--- src/hw/rtl/cascaded_bilinear_lowpass_iir_unit_assert.svh ---
// assertion macros shared by the cascaded low-pass filter rtl
// no dependencies; taken in by files that carry concurrent checks
`ifndef CASCADED_BILINEAR_LOWPASS_IIR_UNIT_ASSERT_SVH
`define CASCADED_BILINEAR_LOWPASS_IIR_UNIT_ASSERT_SVH

// consequent must hold in the same cycle as the antecedent
`define CBLP_AST_NOW(name, clk, rst, ante, cons, msg) \
   name: assert property (@(posedge clk) disable iff (rst) (ante) |-> (cons)) else $error(msg);

// consequent must hold in the cycle after the antecedent
`define CBLP_AST_NEXT(name, clk, rst, ante, cons, msg) \
   name: assert property (@(posedge clk) disable iff (rst) (ante) |=> (cons)) else $error(msg);

`endif

--- src/hw/rtl/cblp_pkg.sv ---
// shared types and constants of the cascaded low-pass filter
// no dependencies; imported by controller, datapath and top level
`default_nettype none

package cblp_pkg;

   localparam int HIST_W     = 40;
   localparam int YL_W       = 16;
   localparam int OPB_W      = 25;
   localparam int POW_W      = 32;
   localparam int ACC_W      = 64;
   localparam int IDX_W      = 5;
   localparam int RLO_W      = 15;
   localparam int ORDER_W    = 4;
   localparam int GAIN_W     = 31;
   localparam int POLE_W     = 32;
   localparam int CSR_IDX_W  = 2;
   localparam int CSR_DATA_W = 32;

   localparam logic [CSR_IDX_W-1:0] CSR_ORDER = 2'd0;
   localparam logic [CSR_IDX_W-1:0] CSR_GAIN  = 2'd1;
   localparam logic [CSR_IDX_W-1:0] CSR_POLE  = 2'd2;

   localparam logic [ORDER_W-1:0]        ORDER_RST = 4'd2;
   localparam logic [GAIN_W-1:0]         GAIN_RST  = 31'd536870912;
   localparam logic signed [POW_W-1:0]   Q30_ONE   = 32'sd1073741824;
   localparam logic signed [ACC_W-1:0]   ACC_LIM   = 64'sh4000_0000_0000_0000;
   localparam logic signed [ACC_W-1:0]   HIST_LIM  = 64'sd549755813888;
   localparam logic signed [ACC_W-1:0]   RND29     = 64'sd536870912;
   localparam logic signed [ACC_W-1:0]   RND13     = 64'sd8192;

   typedef enum logic [3:0] {
      MOP_NONE,
      MOP_GPW_LO,
      MOP_GPW_HI,
      MOP_APW_LO,
      MOP_APW_HI,
      MOP_COEF_F,
      MOP_COEF_B,
      MOP_FWD,
      MOP_FB_HI,
      MOP_FB_LO
   } mul_op_type;

   typedef struct packed {
      mul_op_type       mop;
      logic [IDX_W-1:0] idx;
      logic             latch_item;
      logic             load_cfg;
      logic             binom_step;
      logic             take_sample;
      logic             prime_inc;
      logic             seed;
      logic             clear_acc;
      logic             finish;
   } dp_cmd_type;

   typedef struct packed {
      logic [IDX_W-1:0] order;
      logic             start_flag;
      logic             primed;
      logic             live;
      logic             out_free;
   } dp_stat_type;

endpackage

`default_nettype wire

--- src/hw/rtl/cblp_ctrl.sv ---
// controller: sequences coefficient setup and per-sample multiply-accumulate
// depends on cblp_pkg and the assertion macro header
`default_nettype none

module cblp_ctrl #(
   parameter int SECT_MAX = 10
) (
   input  logic                  clock,
   input  logic                  reset,
   input  logic                  req_valid,
   output logic                  req_ready,
   input  cblp_pkg::dp_stat_type stat,
   output cblp_pkg::dp_cmd_type  cmd
);
   import cblp_pkg::*;

   localparam int IW = $clog2(SECT_MAX + 1);

   typedef enum logic [17:0] {
      S_IDLE  = 18'h00001,
      S_CHECK = 18'h00002,
      S_BINOM = 18'h00004,
      S_GLO   = 18'h00008,
      S_GHI   = 18'h00010,
      S_GWAIT = 18'h00020,
      S_FWDC  = 18'h00040,
      S_ALO   = 18'h00080,
      S_AHI   = 18'h00100,
      S_AWAIT = 18'h00200,
      S_FBC   = 18'h00400,
      S_SHIFT = 18'h00800,
      S_SEED  = 18'h01000,
      S_MACF  = 18'h02000,
      S_MBH   = 18'h04000,
      S_MBL   = 18'h08000,
      S_DRAIN = 18'h10000,
      S_DONE  = 18'h20000
   } state_type;

   state_type     state_ff, state_in;
   logic [IW-1:0] k_ff, k_in;
   logic [IW-1:0] n;
   logic [IW-1:0] k_inc;
   logic          k_last;

   assign n      = stat.order[IW-1:0];
   assign k_inc  = k_ff + 1'b1;
   assign k_last = (k_ff == n);

   always_comb begin
      state_in  = state_ff;
      k_in      = k_ff;
      req_ready = 1'b0;
      cmd       = '0;
      cmd.mop   = MOP_NONE;
      cmd.idx   = IDX_W'(k_ff);
      case (state_ff)
         S_IDLE: begin
            req_ready = 1'b1;
            if (req_valid) begin
               cmd.latch_item = 1'b1;
               state_in       = S_CHECK;
            end
         end
         S_CHECK: begin
            if (stat.start_flag) begin
               cmd.load_cfg = 1'b1;
               k_in         = IW'(1);
               state_in     = S_BINOM;
            end else begin
               state_in = S_SHIFT;
            end
         end
         S_BINOM: begin
            cmd.binom_step = 1'b1;
            if (k_last) begin
               k_in     = '0;
               state_in = S_GLO;
            end else begin
               k_in = k_inc;
            end
         end
         S_GLO: begin
            cmd.mop  = MOP_GPW_LO;
            state_in = S_GHI;
         end
         S_GHI: begin
            cmd.mop  = MOP_GPW_HI;
            state_in = S_GWAIT;
         end
         // gain power lands at the end of this cycle
         S_GWAIT: begin
            if (k_inc == n) begin
               k_in     = '0;
               state_in = S_FWDC;
            end else begin
               k_in     = k_inc;
               state_in = S_GLO;
            end
         end
         S_FWDC: begin
            cmd.mop = MOP_COEF_F;
            if (k_last) begin
               k_in     = IW'(1);
               state_in = S_ALO;
            end else begin
               k_in = k_inc;
            end
         end
         S_ALO: begin
            cmd.mop  = MOP_APW_LO;
            state_in = S_AHI;
         end
         S_AHI: begin
            cmd.mop  = MOP_APW_HI;
            state_in = S_AWAIT;
         end
         S_AWAIT: begin
            state_in = S_FBC;
         end
         S_FBC: begin
            cmd.mop = MOP_COEF_B;
            if (k_last) begin
               state_in = S_SHIFT;
            end else begin
               k_in     = k_inc;
               state_in = S_ALO;
            end
         end
         S_SHIFT: begin
            cmd.take_sample = 1'b1;
            if (stat.live) begin
               cmd.clear_acc = 1'b1;
               k_in          = '0;
               state_in      = S_MACF;
            end else if (stat.primed) begin
               state_in = S_SEED;
            end else begin
               cmd.prime_inc = 1'b1;
               state_in      = S_IDLE;
            end
         end
         S_SEED: begin
            cmd.seed      = 1'b1;
            cmd.clear_acc = 1'b1;
            k_in          = '0;
            state_in      = S_MACF;
         end
         S_MACF: begin
            cmd.mop = MOP_FWD;
            if (k_last) begin
               k_in     = IW'(1);
               state_in = S_MBH;
            end else begin
               k_in = k_inc;
            end
         end
         S_MBH: begin
            cmd.mop  = MOP_FB_HI;
            state_in = S_MBL;
         end
         S_MBL: begin
            cmd.mop = MOP_FB_LO;
            if (k_last) begin
               state_in = S_DRAIN;
            end else begin
               k_in     = k_inc;
               state_in = S_MBH;
            end
         end
         S_DRAIN: begin
            state_in = S_DONE;
         end
         S_DONE: begin
            if (stat.out_free) begin
               cmd.finish = 1'b1;
               state_in   = S_IDLE;
            end
         end
         default: begin
            state_in = S_IDLE;
         end
      endcase
   end

   always_ff @(posedge clock) begin
      if (reset) begin
         state_ff <= S_IDLE;
         k_ff     <= '0;
      end else begin
         state_ff <= state_in;
         k_ff     <= k_in;
      end
   end

`include "cascaded_bilinear_lowpass_iir_unit_assert.svh"

   `CBLP_AST_NOW(a_finish_free, clock, reset, cmd.finish, stat.out_free, "result overwritten")
   `CBLP_AST_NOW(a_k_bound, clock, reset, state_ff == S_MACF || state_ff == S_MBH || state_ff == S_MBL || state_ff == S_FWDC, k_ff <= n, "tap index past order")
   `CBLP_AST_NEXT(a_accept_check, clock, reset, req_valid && req_ready, state_ff == S_CHECK, "accepted beat not checked")
   `CBLP_AST_NEXT(a_done_idle, clock, reset, state_ff == S_DONE && stat.out_free, state_ff == S_IDLE, "result not handed off")

endmodule

`default_nettype wire

--- config.mk ---
export PLATFORM = sky130hd
export DESIGN_NAME = cblp_ctrl
export DESIGN_NICKNAME = d
export VERILOG_FILES = /design/src/hw/rtl/cblp_pkg.sv /design/src/hw/rtl/cblp_ctrl.sv
export VERILOG_INCLUDE_DIRS = /design/src /design/src/hw/rtl
export SDC_FILE = /design/constraint.sdc
export NUM_CORES = 1
export LEC_CHECK = 0
export BUFFER_PORTS_ARGS = -buffer_cell sky130_fd_sc_hd__buf_2
export CAP_MARGIN = 20
export CORE_MARGIN = 8
export CORE_UTILIZATION = 35
export CTS_CLUSTER_DIAMETER = 100
export DETAILED_ROUTE_END_ITERATION = 12
export GPL_ROUTABILITY_DRIVEN = 0
export SYNTH_ARGS = -nofsm -noshare
export SYNTH_HDL_FRONTEND = slang
export SYNTH_SLANG_ARGS = --single-unit
--- constraint.sdc ---
create_clock -name clock -period 2.8 [get_ports clock]
set_clock_uncertainty 0.05 [all_clocks]
set_input_delay 0.84 -clock clock [delete_from_list [all_inputs] [get_ports clock]]
set_output_delay 0.84 -clock clock [all_outputs]
set_load 0.02 [all_outputs]
==> results of run 1 <==
## stage by stage
stage,utilization (%),hold slack [ps],area (sq um)
floorplan,-,445,1550
global placement,45.4,479,1950
detailed placement,45.4,480,1950
CTS,51.6,497,2220
global route,55.9,521,2400
finish,55.9,496,2400
## metal layers
layer  vias up  share of wire, %
li1        845                 -
met4         0               1.5
met3        11               4.3
met5         -                 0
met1       797                44
met2        45                50
## registers in the layout, summed over array words and instances, names as in the netlist
| signal | count |
|---|---|
| state_ff | 18 |
| k_ff | 4 |
## power breakdown
part / internal [mW] / total, mW / switching [mW]
Clock: 0.191 / 0.305 / 0.114
Combinational: 0.188 / 0.363 / 0.175
Sequential: 0.323 / 0.329 / 0.00658
## logic make-up (layout without fill, tap and decap cells)
group	count (synthesis)	in the layout	share of synthesized area, %
simple gates	98	98	45.1
compound gates	29	29	14.1
flops	22	22	28.5
buf+inv	16	98	4.21
xor+xnor	10	10	5.66
mux	2	2	1.38
fa+ha+maj	1	1	0.809
other cells	1	1	0.242
## worst max-delay path: cells and delay by family, from the launching register on
family	cells	cell delay, ps
flip-flops	1	330
buffers and inverters	1	150
AND/OR/NAND/NOR	3	1200
AO/OA/AOI/OAI	1	200
## layout make-up
cell class                      instances  area [sq um]
Tap cell                               52          65.1
Multi-Input combinational cell        141          1140
Clock inverter                          1          30.0
Clock buffer                            3          41.3
Fill cell                             382          1900
Sequential cell                        22           450
Inverter                               10          37.5
Timing Repair Buffer                   84           631
## worst min-delay path by stage
stage	startpoint	to
after floorplan	state_ff[9]$_SDFFE_PP0P_	state_ff[10]$_SDFFE_PP0P_
after global placement	k_ff[3]$_SDFFE_PP0P_	k_ff[3]$_SDFFE_PP0P_
after detailed placement	k_ff[2]$_SDFFE_PP0P_	k_ff[2]$_SDFFE_PP0P_
after CTS	k_ff[2]$_SDFFE_PP0P_	k_ff[2]$_SDFFE_PP0P_
after global routing	k_ff[2]$_SDFFE_PP0P_	k_ff[2]$_SDFFE_PP0P_
final	k_ff[2]$_SDFFE_PP0P_	k_ff[2]$_SDFFE_PP0P_
## cells in the mapped netlist (2+ instances only)
library cell  instances  share of area, %
nand2_1               6               1.5
nor2_1               14               3.4
xor2_1                6               3.4
or3_1                 3               1.2
nand2b_1              6               2.4
nor4_1                6               2.4
inv_1                10               2.4
and3_1                2              0.81
nor4_4                3               4.1
o21ai_0               3              0.97
a31oi_1               2              0.81
dfxtp_1              22                28
nand4_1               7               2.8
clkbuf_1              3              0.73
nor3_1               12               3.9
xnor2_1               4               2.3
nor3b_1               4               1.9
nor4b_1               3               1.7
or2b_1                2              0.97
nand3b_1              3               1.5
a21oi_1               9               2.9
nor4_2                4               3.2
or4_4                 4               2.9
nand3_1               7               2.3
a21o_1                2              0.97
and2_1                3               1.2
## timing repair
item | in CTS | in global routing
buffers inserted | 11 | 17
pin swaps | 13 | 16
cloned | 0 | 0
endpoints found under the setup margin | 11 | 13
gates resized for setup | 29 | 18
==> summary.md, run 1 <==
| Metric | Value |
|---|---|
| Clk_lat worst skew | `between 200 and 300 ps` |
| Drt pass-1 iters | `4` |
| Leak Pwr | `roughly 1.1 nW` |
| Via count | `1698` |
| Routing usage on met1 | `a little under a fifth` |
| Commonest cells after routing, fill and taps aside | `buf_4, buf_2, dfxtp_1, nor2_1, buf_6` |
| Largest net degree at the start of global routing | `21` |
| Netlist cell types | `55` |
| Critical Path AT | `2150 ps` |
| Layout cells sized above 1 | `49.4%` |
| Initial core utilization | `roughly 36%` |
| Post-route setup slack | `-241 ps` |
| Met2 usage | `about a quarter` |
| R2r endpoint | `k_ff[2]$_SDFFE_PP0P_` |
| Post-Layout Cell Count | `313` |
| Tcrit/Tclk final | `109%` |
| Detailed-route wire length per cell | `approximately 16 microns` |
| VDD IR max | `406 uV` |
| Number of antenna violations at the first check in global routing | `0` |
| R2R Setup Slk | `70 ps` |
| R2r worst-path depth | `11` |
| Syn Std Cell Area | `about 1500 sq um` |
| Clock transition at path regs | `90 ps` |
| Gr usage total | `15.3%` |
| Hold-fix buffers, CTS | `0` |
| Status | `complete, but fails checks` |
| CP endpoint kind | `primary output` |
| Unrepaired setup endpoints after global routing | `true` |
| Main flop type after synthesis | `dfxtp_1` |
| Max Clk Rate | `329 MHz` |
| CP max FO | `4` |
| Htree depth | `1` |
| Max-Cap Viols | `0` |
| GR Layer Usage met3 | `2.49%` |
| PnR Total Power | `about 1000 uW` |
| Clock Sinks | `22` |
| Avg Synthesized Cell Area | `8.64 sq um` |
| Sum Neg Setup Slack | `-1040 ps` |
| Max stage delay on crit path | `approximately 600 ps` |
| Required time worst endpoint | `1910 ps` |
| Crit path kind | `reg -> out` |
| Area delta synth->final | `55.1%` |
| Syn_nets | `192` |
| Pwr Density | `416 nW/um^2` |
| Core box area | `4290 sq um` |
| Hold Fails Final Rpt | `0` |
| Die span in y | `about 80 microns` |
| Die area | `6800 sq um` |
| CTS tree | `yes` |
| Final min period | `3040 ps` |
| Nets@finish | `275` |
| Vias in the first global route | `1657` |
| Remaining DRCs | `0` |
| Worst Setup Slack post-DPL | `-7.68 ps` |
| Row cnt | `24` |
| Critical path launch point | `state_ff[16]$_SDFFE_PP0P_` |
| CTS root buf | `clkbuf_8` |
| Final setup violation count | `9` |
| Commonest non-fill, non-tap cell in the layout | `buf_4` |
| Synth async-reset ratio | `0%` |
| Worst Hold Class | `reg -> reg` |
| Final WL | `a little over 5000 microns` |
| Sequential share of the synthesized area | `between 20% and 30%` |
| YS warnings | `0` |
| Hold Path Cell Cnt | `2` |
| Reg2reg start | `state_ff[16]$_SDFFE_PP0P_` |
| Worst Setup EP | `cmd[13]` |
| Num ports | `30` |
| Post-synth EDFFs | `0` |
| Failing checks | `setup timing` |
| Max Slew Vio Count | `0` |
| DRT antenna net count | `0` |
| Placed cells | `282` |
| Synthesis-stage register bit count | `22` |
| Synthesized instance count | `179` |
| CP Cell Sequence | `or4_4 > nor4_4 > or2b_1 > o2111ai_2 > buf_6` |
| First-pass GRT wire length | `8070 microns` |
| Worst setup SP type | `flop` |
| Inserted Clock Buffers | `3` |
| Grt total ovfl | `0` |
| Top Usage Layer GRT | `met2` |
| Chip Width | `82.5 microns` |
| DPL Wire Length | `3560 microns` |
| Slowest CP cell | `or4_4` |
| # port buffers | `27` |
| Vias per inst | `5.42` |
| Clk buf depth | `2` |
| Initial DRC count | `89` |
| Antenna Cells | `0` |
Power figures use the tool's default switching activity.
==> run 2: changes to the inputs <==
- CORE_ASPECT_RATIO: unset -> 1.2
==> run 2 against run 1 <==
  * The run still ends with setup timing left
  * Die area is 0.13% higher
  * Sequential cell count stayed put
  * Utilization is 0.073 points lower
  * Sequential power hardly changed
  * First-iteration DRC count is 29% lower
  * Combinational power is 11% higher
  * Sequential share of layout area is 0.27 points higher
  * Highest routed layer unchanged
==> summary.md, run 2 (synthesis gave the netlist of run 1 again) <==
| Metric | Value |
|---|---|
| Status | `complete, but fails checks` |
| Failing checks | `setup timing` |
| Tcrit/Tclk final | `106% (-2.8 points)` |
| Biggest regs | `state_ff (18), k_ff (4)` |
| Final min period | `2960 ps (-79.5 ps)` |
| Reg2reg start | `state_ff[6]$_SDFFE_PP0P_` |
| Number of antenna violations at the first check in global routing | `0 (unchanged)` |
| Clk_lat worst skew | `260 ps (about the same)` |
| Final WL | `5000 microns (-2.8%)` |
| Clock Sinks | `22 (unchanged)` |
| Area delta synth->final | `53.7%` |
| Max Slew Vio Count | `0 (unchanged)` |
| Grt total ovfl | `0 (unchanged)` |
| Worst Hold Class | `reg -> reg` |
| CP max FO | `2 (-2)` |
| Initial core utilization | `36.3% (+0.27 points)` |
| Worst setup SP type | `flop` |
| Register with the most flip-flops | `state_ff` |
| Drt pass-1 iters | `4 (unchanged)` |
| Unrepaired setup endpoints after global routing | `true` |
| VDD IR max | `231 uV (-43%)` |
| R2r worst-path depth | `17 (+6)` |
| CTS root buf | `clkbuf_8` |
| Placed cells | `288 (+2.1%)` |
| Leak Pwr | `1.06 nW (-1.3%)` |
| Required time worst endpoint | `1910 ps (about the same)` |
| Commonest cells after routing, fill and taps aside | `buf_4, buf_2, nor2_1, dfxtp_1` |
| Crit path kind | `reg -> out` |
| R2R Setup Slk | `30 ps (-40 ps)` |
| Chip Width | `76.7 microns (-7.0%)` |
| CP endpoint kind | `primary output` |
| Initial DRC count | `63 (-29%)` |
| Max Clk Rate | `338 MHz (+2.7%)` |
| Nets@finish | `279 (+1.5%)` |
| Final Hold Slack | `466 ps (-29.7 ps)` |
| Clock transition at path regs | `80 ps (about the same)` |
| Sum Neg Setup Slack | `-704 ps (+336 ps)` |
| Pwr Density | `406 nW/um^2 (-2.2%)` |
| Clk buf depth | `2 (unchanged)` |
| Die span in y | `88.8 microns (+7.7%)` |
| Die area | `6810 sq um (+0.13%)` |
| Final setup violation count | `8 (-1)` |
| Layout cells sized above 1 | `49.4% (about the same)` |
| Htree depth | `1 (unchanged)` |
| Core box area | `4260 sq um (-0.76%)` |
| Antenna Cells | `0 (unchanged)` |
| Largest net degree at the start of global routing | `21 (unchanged)` |
| Remaining DRCs | `0 (unchanged)` |
| Min-delay src | `state_ff[7]$_SDFFE_PP0P_` |
| Post-route setup slack | `-162 ps (+79.5 ps)` |
| Gr usage total | `14.3% (-1.0 points)` |
| CTS tree | `yes` |
| Detailed-route wire length per cell | `15.6 microns (-5.3%)` |
| Largest register FFs | `18 (unchanged)` |
| Commonest non-fill, non-tap cell in the layout | `buf_4` |
| # port buffers | `27 (unchanged)` |
| Worst Setup Slack post-DPL | `52.6 ps (+60.3 ps)` |
| Vias in the first global route | `1706 (+3.0%)` |
| Row cnt | `26 (+8.3%)` |
| Critical Path AT | `2070 ps (-80 ps)` |
| First-pass GRT wire length | `8020 microns (-0.61%)` |
| Post-Layout Cell Count | `321 (+2.6%)` |
| Hold Path Cell Cnt | `1 (-1)` |
| Inserted Clock Buffers | `3 (unchanged)` |
| R2r endpoint | `state_ff[0]$_SDFFE_PP1P_` |
| DRT antenna net count | `0 (unchanged)` |
| FF/Latch Area | `453 sq um (+0.56%)` |
| DPL Wire Length | `3650 microns (+2.5%)` |
| Hold Fails Final Rpt | `0 (unchanged)` |
| Min-Delay Endpoint | `state_ff[5]$_SDFFE_PP0P_` |
| Max-Cap Viols | `0 (unchanged)` |
| Fillers | `403 (+5.5%)` |
| Vias per inst | `5.34 (-1.6%)` |
| PnR Total Power | `966 uW (-3.1%)` |
| Area of the multi-input gates | `1120 sq um (-2.0%)` |
| Hold-fix buffers, CTS | `0 (unchanged)` |
| Via count | `1714 (+0.94%)` |
| Num ports | `30 (unchanged)` |
## run 2: power by group
part,internal (mW),total (mW),switching (mW)
Sequential,0.323,0.331,0.00793
Clock,0.125,0.234,0.109
Combinational,0.222,0.402,0.180
Total,0.670,0.966,0.296
## run 2: layer usage
| layer | vias to the layer above | share of wire, % | track usage, % |
|---|---|---|---|
| met2 | 42 | 51 | 25.4 |
| met3 | 8 | 3.6 | 2.74 |
| met5 | - | 0 | 0 |
| li1 | 852 | - | - |
| met4 | 0 | 0.92 | 4.73 |
| met1 | 812 | 44 | 16.8 |
## run 2: final cells by class
cell class | instances | area share, %
Multi-Input combinational cell | 141 | 47.2
Tap cell | 56 | 2.95
Timing Repair Buffer | 88 | 26.9
Sequential cell | 22 | 19.1
Clock buffer | 4 | 2.32
Inverter | 10 | 1.58
## run 2: critical path, stage by stage (launching register included)
cell     delay [ps]
dfxtp_1         320
or4_4           580
nor4_4          320
buf_4           170
nand3_2          70
or3b_4          250
buf_6           110
## run 2: what timing repair did
item	4_1_cts	5_1_grt
gates resized for setup	19	18
cloned	0	0
endpoints found under the hold margin	0	0
buffers inserted	20	9
setup endpoints to repair	10	19
pin swaps	12	15
## run 2: through the flow
stage                     utilization (%)  instance area [sq um]
after floorplan                         -                   1550
after global placement               46.2                   1970
after detailed placement             46.2                   1970
after CTS                            52.8                   2250
after global routing                 55.8                   2380
final                                55.8                   2380
## run 2: worst max-delay path by stage
stage | start | endpoint | slack [ps] | cells after the start
floorplan | state_ff[0]$_SDFFE_PP1P_ | cmd[13] | 110 | 4
global placement | state_ff[0]$_SDFFE_PP1P_ | cmd[13] | 50 | 5
detailed placement | state_ff[0]$_SDFFE_PP1P_ | cmd[13] | 50 | 5
CTS | state_ff[11]$_SDFFE_PP0P_ | cmd[13] | -170 | 5
global route | state_ff[3]$_SDFFE_PP0P_ | cmd[14] | -220 | 6
finish | state_ff[3]$_SDFFE_PP0P_ | cmd[14] | -160 | 6
